--- src/sv/fssm_pkg.sv ---
// shared types, constants and codes of the flow start/stop meter
`default_nettype none

package fssm_pkg;

   localparam int COUNT_WIDTH_DEFAULT = 32;

   localparam int CFG_WIDTH     = 16;
   localparam int TIME_WIDTH    = 32;
   localparam int MAG_WIDTH     = 31;
   localparam int LITERS_WIDTH  = 31;
   localparam int PRICE_WIDTH   = 47;
   localparam int TOTAL_WIDTH   = 32;
   localparam int MODE_WIDTH    = 2;
   localparam int TIMEOUT_WIDTH = 26;
   localparam int ADD_WIDTH     = 48;

   localparam int ADDR_WIDTH    = 5;
   localparam int DATA_WIDTH    = 32;
   localparam int INDEX_WIDTH   = 3;

   localparam int MS_PER_S      = 1000;

   localparam int DIV_STEPS     = 31;
   localparam int MUL_STEPS     = 16;
   localparam int STEP_WIDTH    = 5;

   localparam logic [CFG_WIDTH-1:0] MIN_DELTA_RESET        = 16'd3;
   localparam logic [CFG_WIDTH-1:0] DEBOUNCE_MS_RESET      = 16'd20;
   localparam logic [CFG_WIDTH-1:0] STOP_TIMEOUT_S_RESET   = 16'd15;
   localparam logic [CFG_WIDTH-1:0] PULSES_PER_LITER_RESET = 16'd100;
   localparam logic [CFG_WIDTH-1:0] UNIT_PRICE_RESET       = 16'd0;

   typedef enum logic [INDEX_WIDTH-1:0] {
      REG_MIN_DELTA,
      REG_DEBOUNCE_MS,
      REG_STOP_TIMEOUT_S,
      REG_PULSES_PER_LITER,
      REG_UNIT_PRICE
   } reg_index_type;

   typedef enum logic [MODE_WIDTH-1:0] {
      MODE_IDLE,
      MODE_SERVICE,
      MODE_SALE
   } mode_type;

   typedef enum logic [2:0] {
      ST_IDLE,
      ST_DECIDE,
      ST_SALE_MUL,
      ST_SALE_TAKE,
      ST_DIVIDE,
      ST_PRICE_LOAD,
      ST_PRICE_MUL,
      ST_DONE
   } seq_state_type;

   typedef struct packed {
      logic [CFG_WIDTH-1:0] min_delta;
      logic [CFG_WIDTH-1:0] debounce_ms;
      logic [CFG_WIDTH-1:0] stop_timeout_s;
      logic [CFG_WIDTH-1:0] pulses_per_liter;
      logic [CFG_WIDTH-1:0] unit_price;
   } cfg_type;

   typedef struct packed {
      logic req_ready;
      logic decide;
      logic sale_capture;
      logic load_div;
      logic load_mul;
      logic mul_src_sale;
      logic step_div;
      logic step_mul;
      logic result_load;
   } seq_ctl_type;

   typedef struct packed {
      logic req_valid;
      logic need_sale;
      logic rsp_free;
   } seq_status_type;

endpackage

`default_nettype wire

--- src/sv/fssm_csr.sv ---
// configuration registers behind the apb-style port
`default_nettype none

module fssm_csr (
   input  wire logic                               clock,
   input  wire logic                               reset,
   input  wire logic                               psel,
   input  wire logic                               penable,
   input  wire logic                               pwrite,
   input  wire logic [fssm_pkg::ADDR_WIDTH-1:0]    paddr,
   input  wire logic [fssm_pkg::DATA_WIDTH-1:0]    pwdata,
   output logic      [fssm_pkg::DATA_WIDTH-1:0]    prdata,
   output logic                                    pready,
   output fssm_pkg::cfg_type                       cfg
);

   fssm_pkg::cfg_type       cfg_ff;
   fssm_pkg::cfg_type       cfg_in;
   fssm_pkg::reg_index_type index;
   logic                    write_en;
   logic [fssm_pkg::CFG_WIDTH-1:0] wdata;
   logic [fssm_pkg::CFG_WIDTH-1:0] rdata;

   assign index    = fssm_pkg::reg_index_type'(paddr[fssm_pkg::ADDR_WIDTH-1:2]);
   assign write_en = psel & penable & pwrite;
   assign wdata    = pwdata[fssm_pkg::CFG_WIDTH-1:0];
   assign pready   = 1'b1;
   assign cfg      = cfg_ff;

   always_comb begin
      cfg_in = cfg_ff;
      if (write_en) begin
         case (index)
            fssm_pkg::REG_MIN_DELTA:        cfg_in.min_delta        = wdata;
            fssm_pkg::REG_DEBOUNCE_MS:      cfg_in.debounce_ms      = wdata;
            fssm_pkg::REG_STOP_TIMEOUT_S:   cfg_in.stop_timeout_s   = wdata;
            fssm_pkg::REG_PULSES_PER_LITER: cfg_in.pulses_per_liter = wdata;
            fssm_pkg::REG_UNIT_PRICE:       cfg_in.unit_price       = wdata;
            default:                        cfg_in = cfg_ff;
         endcase
      end
   end

   always_comb begin
      case (index)
         fssm_pkg::REG_MIN_DELTA:        rdata = cfg_ff.min_delta;
         fssm_pkg::REG_DEBOUNCE_MS:      rdata = cfg_ff.debounce_ms;
         fssm_pkg::REG_STOP_TIMEOUT_S:   rdata = cfg_ff.stop_timeout_s;
         fssm_pkg::REG_PULSES_PER_LITER: rdata = cfg_ff.pulses_per_liter;
         fssm_pkg::REG_UNIT_PRICE:       rdata = cfg_ff.unit_price;
         default:                        rdata = '0;
      endcase
   end

   assign prdata = fssm_pkg::DATA_WIDTH'(rdata);

   always_ff @(posedge clock) begin
      if (reset) begin
         cfg_ff.min_delta        <= fssm_pkg::MIN_DELTA_RESET;
         cfg_ff.debounce_ms      <= fssm_pkg::DEBOUNCE_MS_RESET;
         cfg_ff.stop_timeout_s   <= fssm_pkg::STOP_TIMEOUT_S_RESET;
         cfg_ff.pulses_per_liter <= fssm_pkg::PULSES_PER_LITER_RESET;
         cfg_ff.unit_price       <= fssm_pkg::UNIT_PRICE_RESET;
      end else begin
         cfg_ff <= cfg_in;
      end
   end

endmodule

`default_nettype wire

--- src/sv/fssm_alu.sv ---
// shared add/subtract unit doing restoring divide and shift-add multiply steps
`default_nettype none

module fssm_alu (
   input  wire logic                                   clock,
   input  wire fssm_pkg::seq_ctl_type                  ctl,
   input  wire logic [fssm_pkg::MAG_WIDTH-1:0]         dividend,
   input  wire logic [fssm_pkg::CFG_WIDTH-1:0]         divisor,
   input  wire logic [fssm_pkg::LITERS_WIDTH-1:0]      sale_liters,
   input  wire logic [fssm_pkg::CFG_WIDTH-1:0]         multiplier,
   output logic      [fssm_pkg::LITERS_WIDTH-1:0]      quotient,
   output logic      [fssm_pkg::PRICE_WIDTH-1:0]       product
);

   localparam int AW = fssm_pkg::ADD_WIDTH;
   localparam int CW = fssm_pkg::CFG_WIDTH;
   localparam int QW = fssm_pkg::LITERS_WIDTH;
   localparam int PW = fssm_pkg::PRICE_WIDTH;

   logic [CW-1:0] rem_ff,   rem_in;
   logic [QW-1:0] quo_ff,   quo_in;
   logic [CW-1:0] dvs_ff,   dvs_in;
   logic [QW-1:0] mcand_ff, mcand_in;
   logic [CW-1:0] mpr_ff,   mpr_in;
   logic [PW-1:0] acc_ff,   acc_in;

   logic [AW-1:0] add_a;
   logic [AW-1:0] add_b;
   logic          add_sub;
   logic [AW-1:0] sum;
   logic          fits;

   // one adder: trial subtract for divide, accumulate for multiply
   always_comb begin
      if (ctl.step_div) begin
         add_a   = AW'({rem_ff, quo_ff[QW-1]});
         add_b   = AW'(dvs_ff);
         add_sub = 1'b1;
      end else begin
         add_a   = AW'({acc_ff, 1'b0});
         add_b   = mpr_ff[CW-1] ? AW'(mcand_ff) : '0;
         add_sub = 1'b0;
      end
      sum  = add_a + (add_sub ? ~add_b : add_b) + AW'(add_sub);
      fits = ~sum[AW-1];
   end

   always_comb begin
      rem_in   = rem_ff;
      quo_in   = quo_ff;
      dvs_in   = dvs_ff;
      mcand_in = mcand_ff;
      mpr_in   = mpr_ff;
      acc_in   = acc_ff;
      if (ctl.load_div) begin
         rem_in = '0;
         quo_in = dividend;
         // zero pulses per liter divides by one
         dvs_in = (divisor == '0) ? CW'(1) : divisor;
      end else if (ctl.step_div) begin
         rem_in = fits ? sum[CW-1:0] : add_a[CW-1:0];
         quo_in = {quo_ff[QW-2:0], fits};
      end
      if (ctl.load_mul) begin
         acc_in   = '0;
         mpr_in   = multiplier;
         mcand_in = ctl.mul_src_sale ? sale_liters : quo_ff;
      end else if (ctl.step_mul) begin
         acc_in = sum[PW-1:0];
         mpr_in = {mpr_ff[CW-2:0], 1'b0};
      end
   end

   always_ff @(posedge clock) begin
      rem_ff   <= rem_in;
      quo_ff   <= quo_in;
      dvs_ff   <= dvs_in;
      mcand_ff <= mcand_in;
      mpr_ff   <= mpr_in;
      acc_ff   <= acc_in;
   end

   assign quotient = quo_ff;
   assign product  = acc_ff;

endmodule

`default_nettype wire

--- src/sv/fssm_seq.sv ---
// sequencer stepping one request through decide, divide and multiply
`default_nettype none

module fssm_seq (
   input  wire logic                    clock,
   input  wire logic                    reset,
   input  wire fssm_pkg::seq_status_type status,
   output fssm_pkg::seq_ctl_type        ctl
);

   localparam int SW = fssm_pkg::STEP_WIDTH;
   localparam logic [SW-1:0] DIV_LAST = SW'(fssm_pkg::DIV_STEPS - 1);
   localparam logic [SW-1:0] MUL_LAST = SW'(fssm_pkg::MUL_STEPS - 1);

   fssm_pkg::seq_state_type state_ff, state_in;
   logic [SW-1:0]           count_ff, count_in;

   always_comb begin
      state_in = state_ff;
      count_in = count_ff;
      case (state_ff)
         fssm_pkg::ST_IDLE: begin
            if (status.req_valid) state_in = fssm_pkg::ST_DECIDE;
         end
         fssm_pkg::ST_DECIDE: begin
            count_in = '0;
            state_in = status.need_sale ? fssm_pkg::ST_SALE_MUL : fssm_pkg::ST_DIVIDE;
         end
         fssm_pkg::ST_SALE_MUL: begin
            count_in = count_ff + SW'(1);
            if (count_ff == MUL_LAST) state_in = fssm_pkg::ST_SALE_TAKE;
         end
         fssm_pkg::ST_SALE_TAKE: begin
            count_in = '0;
            state_in = fssm_pkg::ST_DIVIDE;
         end
         fssm_pkg::ST_DIVIDE: begin
            count_in = count_ff + SW'(1);
            if (count_ff == DIV_LAST) state_in = fssm_pkg::ST_PRICE_LOAD;
         end
         fssm_pkg::ST_PRICE_LOAD: begin
            count_in = '0;
            state_in = fssm_pkg::ST_PRICE_MUL;
         end
         fssm_pkg::ST_PRICE_MUL: begin
            count_in = count_ff + SW'(1);
            if (count_ff == MUL_LAST) state_in = fssm_pkg::ST_DONE;
         end
         fssm_pkg::ST_DONE: begin
            if (status.rsp_free) state_in = fssm_pkg::ST_IDLE;
         end
         default: begin
            state_in = fssm_pkg::ST_IDLE;
         end
      endcase
   end

   always_comb begin
      ctl = '0;
      case (state_ff)
         fssm_pkg::ST_IDLE: begin
            ctl.req_ready = 1'b1;
         end
         fssm_pkg::ST_DECIDE: begin
            ctl.decide       = 1'b1;
            ctl.load_mul     = status.need_sale;
            ctl.mul_src_sale = 1'b1;
            ctl.load_div     = ~status.need_sale;
         end
         fssm_pkg::ST_SALE_MUL: begin
            ctl.step_mul = 1'b1;
         end
         fssm_pkg::ST_SALE_TAKE: begin
            ctl.sale_capture = 1'b1;
            ctl.load_div     = 1'b1;
         end
         fssm_pkg::ST_DIVIDE: begin
            ctl.step_div = 1'b1;
         end
         fssm_pkg::ST_PRICE_LOAD: begin
            ctl.load_mul = 1'b1;
         end
         fssm_pkg::ST_PRICE_MUL: begin
            ctl.step_mul = 1'b1;
         end
         fssm_pkg::ST_DONE: begin
            ctl.result_load = status.rsp_free;
         end
         default: begin
            ctl = '0;
         end
      endcase
   end

   always_ff @(posedge clock) begin
      if (reset) begin
         state_ff <= fssm_pkg::ST_IDLE;
         count_ff <= '0;
      end else begin
         state_ff <= state_in;
         count_ff <= count_in;
      end
   end

endmodule

`default_nettype wire

--- src/sv/flow_start_stop_meter_unit.sv ---
// top level of the flow start/stop meter: poll decisions, state and result register
`default_nettype none

// One request is one meter poll; it yields one response. After a request is taken
// the block is busy, and longer when the poll ends a service with a sale,
// and then places the response in its output register, where it may wait for the
// consumer while the next request is already accepted. The busy time is set by the
// shared add/subtract unit: 31 restoring divide steps for liters, 16 shift-add
// steps for the price and, on a sale stop, 16 more for the sale price, plus the
// decide state and the load states. If a finished response still waits when the
// next one completes, that request holds until the output register is free.
// The apb-style port always answers, but registers should only be written while
// no request is in flight, as the divisor, price and thresholds are read mid-request.
module flow_start_stop_meter_unit #(
   parameter int COUNT_WIDTH = fssm_pkg::COUNT_WIDTH_DEFAULT
) (
   input  wire logic                                   clock,
   input  wire logic                                   reset,
   input  wire logic                                   req_valid,
   output logic                                        req_ready,
   input  wire logic [fssm_pkg::TIME_WIDTH-1:0]        req_now_ms,
   input  wire logic signed [fssm_pkg::TOTAL_WIDTH-1:0] req_pulse_count,
   input  wire logic                                   req_open_request,
   input  wire logic                                   req_close_request,
   output logic                                        rsp_valid,
   input  wire logic                                   rsp_ready,
   output logic      [fssm_pkg::LITERS_WIDTH-1:0]      rsp_liters_now,
   output logic      [fssm_pkg::PRICE_WIDTH-1:0]       rsp_price_now,
   output logic                                        rsp_valve_is_open,
   output logic      [fssm_pkg::MODE_WIDTH-1:0]        rsp_display_mode,
   output logic                                        rsp_flowing,
   output logic                                        rsp_in_service,
   output logic                                        rsp_service_stopped,
   output logic                                        rsp_sale_recorded,
   output logic                                        rsp_counter_clear,
   output logic      [fssm_pkg::LITERS_WIDTH-1:0]      rsp_sale_liters,
   output logic      [fssm_pkg::PRICE_WIDTH-1:0]       rsp_sale_price,
   output logic signed [fssm_pkg::TOTAL_WIDTH-1:0]     rsp_running_total,
   input  wire logic                                   psel,
   input  wire logic                                   penable,
   input  wire logic                                   pwrite,
   input  wire logic [fssm_pkg::ADDR_WIDTH-1:0]        paddr,
   input  wire logic [fssm_pkg::DATA_WIDTH-1:0]        pwdata,
   output logic      [fssm_pkg::DATA_WIDTH-1:0]        prdata,
   output logic                                        pready
);

   localparam int TW = fssm_pkg::TIME_WIDTH;
   localparam int MW = fssm_pkg::MAG_WIDTH;
   localparam int LW = fssm_pkg::LITERS_WIDTH;
   localparam int PW = fssm_pkg::PRICE_WIDTH;
   localparam int SW = fssm_pkg::TOTAL_WIDTH;
   localparam int OW = fssm_pkg::TIMEOUT_WIDTH;

   fssm_pkg::cfg_type        cfg;
   fssm_pkg::seq_ctl_type    ctl;
   fssm_pkg::seq_status_type status;
   logic [LW-1:0]            quotient;
   logic [PW-1:0]            product;

   // magnitude of the low count bits, most negative 32-bit count saturates
   logic [COUNT_WIDTH-1:0] count_raw;
   logic [COUNT_WIDTH-1:0] count_abs;
   logic [SW-1:0]          count_wide;
   logic [MW-1:0]          mag;

   assign count_raw  = req_pulse_count[COUNT_WIDTH-1:0];
   assign count_abs  = count_raw[COUNT_WIDTH-1] ? (~count_raw + COUNT_WIDTH'(1)) : count_raw;
   assign count_wide = SW'(count_abs);
   assign mag        = count_wide[SW-1] ? {MW{1'b1}} : count_wide[MW-1:0];

   // latched request
   logic [TW-1:0] now_ff;
   logic [MW-1:0] mag_ff;
   logic          open_ff;
   logic          close_ff;
   logic [OW-1:0] timeout_ms_ff;

   // meter state
   logic [MW-1:0]      prev_mag_ff,   prev_mag_in;
   logic [SW-1:0]      total_ff,      total_in;
   logic               armed_ff,      armed_in;
   logic [TW-1:0]      begin_ff,      begin_in;
   logic [TW-1:0]      last_flow_ff,  last_flow_in;
   logic               service_ff,    service_in;
   logic               stopped_ff,    stopped_in;
   logic               valve_ff,      valve_in;
   fssm_pkg::mode_type mode_ff,       mode_in;
   logic [LW-1:0]      liters_last_ff, liters_last_in;
   logic [LW-1:0]      sale_liters_ff, sale_liters_in;
   logic [PW-1:0]      sale_price_ff,  sale_price_in;

   // per-poll event flags
   logic flow_ev_ff, stop_ev_ff, sale_ev_ff;

   // response register
   logic          rsp_valid_ff;
   logic [LW-1:0] out_liters_ff;
   logic [PW-1:0] out_price_ff;
   logic          out_valve_ff;
   logic [fssm_pkg::MODE_WIDTH-1:0] out_mode_ff;
   logic          out_flow_ff;
   logic          out_service_ff;
   logic          out_stop_ff;
   logic          out_sale_ff;
   logic [LW-1:0] out_sale_liters_ff;
   logic [PW-1:0] out_sale_price_ff;
   logic [SW-1:0] out_total_ff;

   // decide terms
   logic [MW-1:0] delta;
   logic          big;
   logic [TW-1:0] begin_eff;
   logic [TW-1:0] debounce_elapsed;
   logic [TW-1:0] quiet_elapsed;
   logic          flow_hit;
   logic          stop_hit;
   logic          need_sale;
   logic          valve_after;

   always_comb begin
      delta            = (mag_ff >= prev_mag_ff) ? (mag_ff - prev_mag_ff)
                                                 : (prev_mag_ff - mag_ff);
      big              = delta >= MW'(cfg.min_delta);
      begin_eff        = armed_ff ? begin_ff : now_ff;
      debounce_elapsed = now_ff - begin_eff;
      quiet_elapsed    = now_ff - last_flow_ff;
      flow_hit         = big && (debounce_elapsed >= TW'(cfg.debounce_ms));
      stop_hit         = !big && service_ff && (quiet_elapsed >= TW'(timeout_ms_ff));
      need_sale        = stop_hit && (liters_last_ff != '0);
      // close wins over open, both after a stop
      valve_after      = stop_hit ? 1'b0 : valve_ff;
      if (open_ff)  valve_after = 1'b1;
      if (close_ff) valve_after = 1'b0;
   end

   always_comb begin
      prev_mag_in    = prev_mag_ff;
      total_in       = total_ff;
      armed_in       = armed_ff;
      begin_in       = begin_ff;
      last_flow_in   = last_flow_ff;
      service_in     = service_ff;
      stopped_in     = stopped_ff;
      valve_in       = valve_ff;
      mode_in        = mode_ff;
      liters_last_in = liters_last_ff;
      sale_liters_in = sale_liters_ff;
      sale_price_in  = sale_price_ff;
      if (ctl.decide) begin
         prev_mag_in = mag_ff;
         total_in    = total_ff + SW'(mag_ff);
         valve_in    = valve_after;
         if (big) begin
            armed_in = ~flow_hit;
            begin_in = begin_eff;
            if (flow_hit) begin
               last_flow_in = now_ff;
               if (stopped_ff && !service_ff) begin
                  stopped_in = 1'b0;
                  service_in = 1'b1;
                  mode_in    = fssm_pkg::MODE_SERVICE;
               end
            end
         end else begin
            armed_in = 1'b0;
            if (stop_hit) begin
               last_flow_in = now_ff;
               stopped_in   = 1'b1;
               service_in   = 1'b0;
               if (need_sale) begin
                  mode_in        = fssm_pkg::MODE_SALE;
                  sale_liters_in = liters_last_ff;
               end else begin
                  mode_in        = fssm_pkg::MODE_SERVICE;
                  sale_liters_in = '0;
                  sale_price_in  = '0;
               end
            end
         end
      end
      if (ctl.sale_capture) sale_price_in = product;
      if (ctl.result_load) liters_last_in = quotient;
   end

   always_ff @(posedge clock) begin
      if (reset) begin
         prev_mag_ff    <= '0;
         total_ff       <= '0;
         armed_ff       <= 1'b0;
         begin_ff       <= '0;
         last_flow_ff   <= '0;
         service_ff     <= 1'b0;
         stopped_ff     <= 1'b1;
         valve_ff       <= 1'b0;
         mode_ff        <= fssm_pkg::MODE_IDLE;
         liters_last_ff <= '0;
         sale_liters_ff <= '0;
         sale_price_ff  <= '0;
         rsp_valid_ff   <= 1'b0;
      end else begin
         prev_mag_ff    <= prev_mag_in;
         total_ff       <= total_in;
         armed_ff       <= armed_in;
         begin_ff       <= begin_in;
         last_flow_ff   <= last_flow_in;
         service_ff     <= service_in;
         stopped_ff     <= stopped_in;
         valve_ff       <= valve_in;
         mode_ff        <= mode_in;
         liters_last_ff <= liters_last_in;
         sale_liters_ff <= sale_liters_in;
         sale_price_ff  <= sale_price_in;
         if (ctl.result_load)    rsp_valid_ff <= 1'b1;
         else if (rsp_ready)     rsp_valid_ff <= 1'b0;
      end
   end

   // request latch, timeout in ms and event flags
   always_ff @(posedge clock) begin
      timeout_ms_ff <= OW'(cfg.stop_timeout_s) * OW'(fssm_pkg::MS_PER_S);
      if (req_valid && ctl.req_ready) begin
         now_ff   <= req_now_ms;
         mag_ff   <= mag;
         open_ff  <= req_open_request;
         close_ff <= req_close_request;
      end
      if (ctl.decide) begin
         flow_ev_ff <= flow_hit;
         stop_ev_ff <= stop_hit;
         sale_ev_ff <= need_sale;
      end
   end

   always_ff @(posedge clock) begin
      if (ctl.result_load) begin
         out_liters_ff      <= quotient;
         out_price_ff       <= product;
         out_valve_ff       <= valve_ff;
         out_mode_ff        <= fssm_pkg::MODE_WIDTH'(mode_ff);
         out_flow_ff        <= flow_ev_ff;
         out_service_ff     <= service_ff;
         out_stop_ff        <= stop_ev_ff;
         out_sale_ff        <= sale_ev_ff;
         out_sale_liters_ff <= sale_liters_ff;
         out_sale_price_ff  <= sale_price_ff;
         out_total_ff       <= total_ff;
      end
   end

   assign status.req_valid = req_valid;
   assign status.need_sale = need_sale;
   assign status.rsp_free  = ~rsp_valid_ff | rsp_ready;

   assign req_ready           = ctl.req_ready;
   assign rsp_valid           = rsp_valid_ff;
   assign rsp_liters_now      = out_liters_ff;
   assign rsp_price_now       = out_price_ff;
   assign rsp_valve_is_open   = out_valve_ff;
   assign rsp_display_mode    = out_mode_ff;
   assign rsp_flowing         = out_flow_ff;
   assign rsp_in_service      = out_service_ff;
   assign rsp_service_stopped = out_stop_ff;
   assign rsp_sale_recorded   = out_sale_ff;
   assign rsp_counter_clear   = out_stop_ff;
   assign rsp_sale_liters     = out_sale_liters_ff;
   assign rsp_sale_price      = out_sale_price_ff;
   assign rsp_running_total   = out_total_ff;

   fssm_csr u_csr (
      .clock   (clock),
      .reset   (reset),
      .psel    (psel),
      .penable (penable),
      .pwrite  (pwrite),
      .paddr   (paddr),
      .pwdata  (pwdata),
      .prdata  (prdata),
      .pready  (pready),
      .cfg     (cfg)
   );

   fssm_seq u_seq (
      .clock  (clock),
      .reset  (reset),
      .status (status),
      .ctl    (ctl)
   );

   fssm_alu u_alu (
      .clock       (clock),
      .ctl         (ctl),
      .dividend    (mag_ff),
      .divisor     (cfg.pulses_per_liter),
      .sale_liters (liters_last_ff),
      .multiplier  (cfg.unit_price),
      .quotient    (quotient),
      .product     (product)
   );

endmodule

`default_nettype wire

--- config.mk ---
export PLATFORM = sky130hd
export DESIGN_NAME = flow_start_stop_meter_unit
export DESIGN_NICKNAME = d
export VERILOG_FILES = /design/src/sv/fssm_pkg.sv /design/src/sv/fssm_csr.sv /design/src/sv/fssm_alu.sv /design/src/sv/fssm_seq.sv /design/src/sv/flow_start_stop_meter_unit.sv
export SDC_FILE = /design/constraint.sdc
export NUM_CORES = 2
export LEC_CHECK = 0
export ABC_AREA = 1
export BUFFER_PORTS_ARGS = -buffer_cell sky130_fd_sc_hd__buf_2
export CAP_MARGIN = 10
export CORE_MARGIN = 2
export CORE_UTILIZATION = 45
export CTS_BUF_LIST = sky130_fd_sc_hd__clkbuf_2 sky130_fd_sc_hd__clkbuf_4 sky130_fd_sc_hd__clkbuf_8
export CTS_CLUSTER_SIZE = 24
export DETAILED_ROUTE_END_ITERATION = 10
export RECOVER_POWER = 50
export SETUP_SLACK_MARGIN = 0.15
export SLEW_MARGIN = 20
export SYNTH_ARGS = -nofsm -noshare
export SYNTH_HDL_FRONTEND = slang
export SYNTH_SLANG_ARGS = --single-unit
--- constraint.sdc ---
create_clock -name clock -period 14.4 [get_ports clock]
set_input_delay 2.88 -clock clock [delete_from_list [all_inputs] [get_ports clock]]
set_output_delay 2.88 -clock clock [all_outputs]
set_load 0.01 [all_outputs]
==> impl_metrics.py <==
metrics = {
    "drt": {
        "ant_nets": 0,
        "wl_per_cell_um": 18.40,
        "vias": 37770,
        "dr.pass1.iters": 6,
        "vias_per_cell": 5.210,
        "routed_wl_um": 133400,
        "drt_iter0_drc": 2826,
        "drc": 0,
    },
    "power_and_ir_drop": {
        "power_frac_clock_pct": 23.6,
        "total_switching_power_mw": 4.031,
        "power_frac_seq_pct": 32.4,
        "leakage_nw": 21.83,
        "p_total_mw": 9.358,
        "peakVddDrop_v": 0.0001180,
        "p_per_area_mw_per_mm2": 187.3,
        "internal_power_mw": 5.327,
        "pwr-share-comb_pct": 44.0,
        "switching_share_pct": 43.07,
    },
    "setup_path": {
        "worst-path-max-fanout": 146,
        "arrival_ns": 10.81,
        "timing.critical_path.from_type": "input pin",
        "crit_required_ns": 15.15,
        "worst-setup-path-type": "input pin to flip-flop",
        "slowest_stage": "clkinvlp_2",
        "crit_chain": "clkbuf_1 > clkinvlp_2 > buf_4 > o21ai_0 > o21bai_1 > inv_1",
        "slowest_delay_ns": 4.33,
        "end_kind": "flip-flop",
    },
    "synthesis": {
        "syn_avg_cell_area_um2": 8.040,
        "yosysUniqueCellTypes": 62,
        "yosysSeqAreaShare_pct": 42.71,
        "ys_ff_latch": 774,
        "async_reset_ff_share_pct": 0,
        "synth_top_cell_area_share_pct": 24.01,
        "ys_top_cells_by_area": "edfxtp_1 24%, dfxtp_1 19%, nand2_1 11%",
        "synth-edff-count": 357,
        "yosys_warnings": 0,
        "yosys.area.top_type": "edfxtp_1",
        "yosys_most_used_dff": "dfxtp_1",
        "syn_area_mm2": 0.04465,
        "syn_inst": 5553,
    },
    "clock_network": {
        "clk_pin_slew_ns": 0.06,
        "cts_buffer_depth": 3,
        "insertion_delay_ns": 0.85,
        "cts.sinks": 774,
        "hold_buffers": 0,
        "cts_buffers": 139,
        "cts_resized": 0,
        "h-tree-depth": 4,
        "cts_tree": "done",
        "ctsRootBufferMaster": "clkbuf_8",
        "cts_setup_buffers": 0,
    },
    "cells_and_area": {
        "seq_area_mm2": 0.01907,
        "fin_area_mm2": 0.04997,
        "drive_gt1_share_pct": 9.494,
        "final_common_cell": "nand2_1",
        "synthToLayoutAreaGrowth_pct": 11.93,
        "fillers": 9811,
        "layout_common_cells": "1254 x nand2_1, 672 x inv_1, 554 x a21oi_1, 416 x dfxtp_1, 400 x nor2_1",
        "final_cells": 7249,
        "nets": 6301,
        "multi_input_area_mm2": 0.02208,
    },
    "floorplan": {
        "std_cell_rows": 115,
        "start_util_pct": 45.36,
        "dieArea_mm2": 0.1017,
        "io_pins": 341,
        "die-width_um": 319.0,
        "die_h_um": 319.0,
        "coreArea_mm2": 0.09842,
    },
    "placement": {
        "dp_hpwl_um": 100200,
        "gp_congestion": 0.9439,
        "io_buffer_count": 305,
        "placed_cell_area_mm2": 0.04715,
        "dp_cells": 6981,
    },
    "grt": {
        "grt_pass1_vias": 35850,
        "grt-ovfl-total": 0,
        "grt_start_max_net_pins": 167,
        "antenna_found_initial": 14,
        "grt_pass1_wl_um": 205900,
        "grt_usage_pct": 25.85,
    },
    "sta": {
        "fin_hold_ws_ns": 0.4209,
        "tns_ns": 0,
        "finalClockSkew_ns": 0.04628,
        "finalCritPeriodShare_pct": 69.84,
        "relSlewSlack_pct": -191.6,
        "rsz0062_at_grt": "false",
        "worstMarginPinSlew_ns": 4.374,
        "hold_violations": 0,
        "min_period_ns": 10.06,
        "maxSlewViolCount": 400,
        "finalSetupViolations": 0,
        "fmax_mhz": 99.43,
    },
    "run": {
        "drv_cap": 5,
    },
    "outcome": {
        "violations": "capacitance limit, slew limit",
        "status": "finished with violations",
    },
    "worst_hold_path": {
        "hp-class": "flip-flop to flip-flop",
    },
}
## state kept, by name (all words and copies together), names as in the netlist, 32 cells and up
name and cells:
last_flow_ff 32, sale_price_ff 47, rsp_sale_price 47, u_csr.cfg 80
begin_ff 32, rsp_price_now 47, now_ff 32, rsp_running_total 32
total_ff 32, u_alu.product 47
## critical path, delay by kind of cell
family                 cells  cell delay [ns]
AOI/OAI and AO/OA          2             0.42
buffers and inverters      4             7.41
## power groups by stage
stage	Combinational (mW)	Sequential (mW)	Clock (mW)
6_report	4.12	3.03	2.21
5_1_grt	4.67	3.07	2.36
4_1_cts	4.11	3.03	2.27
3_5_place_dp	4.08	3.07	0
3_3_place_gp	4.05	3.06	0
2_1_floorplan	3.05	2.93	0
## kinds of logic after synthesis
kind of cell    after synthesis  share of synthesized area [%]
simple gates               2143                          20.26
compound gates             1209                          14.66
buf+inv                     903                          8.029
flops                       774                          42.71
fa+ha+maj                   356                          10.99
xor+xnor                    135                          2.648
mux                          31                         0.6950
other cells                   2                        0.01682
## final timing paths
check	start	endpoint	slack, ns	cells after the start
setup / recovery	reset	total_ff[3]$_SDFFE_PP0P_	4.34	6
hold / removal	sale_price_ff[13]$_SDFFE_PP0P_	rsp_sale_price[13]$_DFFE_PP_	0.42	0
setup reg to reg	u_seq.state_ff[0]$_SDFFE_PP0P_	u_alu.quotient[30]$_DFFE_PP_	7.54	9
hold reg to reg	sale_price_ff[13]$_SDFFE_PP0P_	rsp_sale_price[13]$_DFFE_PP_	0.42	0
## per-stage QoR
stage | worst slack [ns] | util, %
final | 4.342 | 50.77
after global routing | 3.625 | 50.77
after CTS | 6.549 | 50.94
after detailed placement | 6.566 | 47.91
after global placement | 6.592 | 47.91
after floorplan | 5.041 | -
## cell usage after synthesis, types with 13 or more instances
| master | instances |
|---|---|
| buf_4 | 20 |
| xor2_1 | 86 |
| nand3b_1 | 17 |
| nor2_2 | 34 |
| nand4_1 | 47 |
| o21ai_1 | 72 |
| ha_1 | 296 |
| nand2_1 | 1257 |
| fa_1 | 60 |
| buf_6 | 13 |
| o211ai_1 | 17 |
| nor3_1 | 38 |
| nand3_1 | 248 |
| a221oi_1 | 15 |
| mux2i_1 | 31 |
| o21bai_1 | 57 |
| a21oi_1 | 554 |
| nor4_1 | 19 |
| o21ai_0 | 395 |
| buf_1 | 24 |
| a31oi_1 | 19 |
| edfxtp_1 | 357 |
| clkbuf_1 | 134 |
| o21a_1 | 17 |
| xnor2_1 | 49 |
| nor2_1 | 403 |
| or2_2 | 29 |
| inv_1 | 674 |
| dfxtp_1 | 417 |
| buf_2 | 17 |
## per-layer routing
metal,share of wire [%],GRT usage [%],up-vias
met4,2.8,9.172,12
met2,46,41.63,959
met3,6.3,5.328,202
li1,-,-,19020
met5,0.049,0,-
met1,45,34.45,17570
## area by class of cell
type	instances	area share (%)
Clock buffer	210	5.158
Inverter	694	5.218
Timing Repair Buffer	335	3.165
Clock inverter	47	0.8238
Multi-Input combinational cell	3891	44.19
Sequential cell	774	38.17
Tap cell	1287	3.222
Antenna cell	11	0.05508
Power figures use the tool's default switching activity.
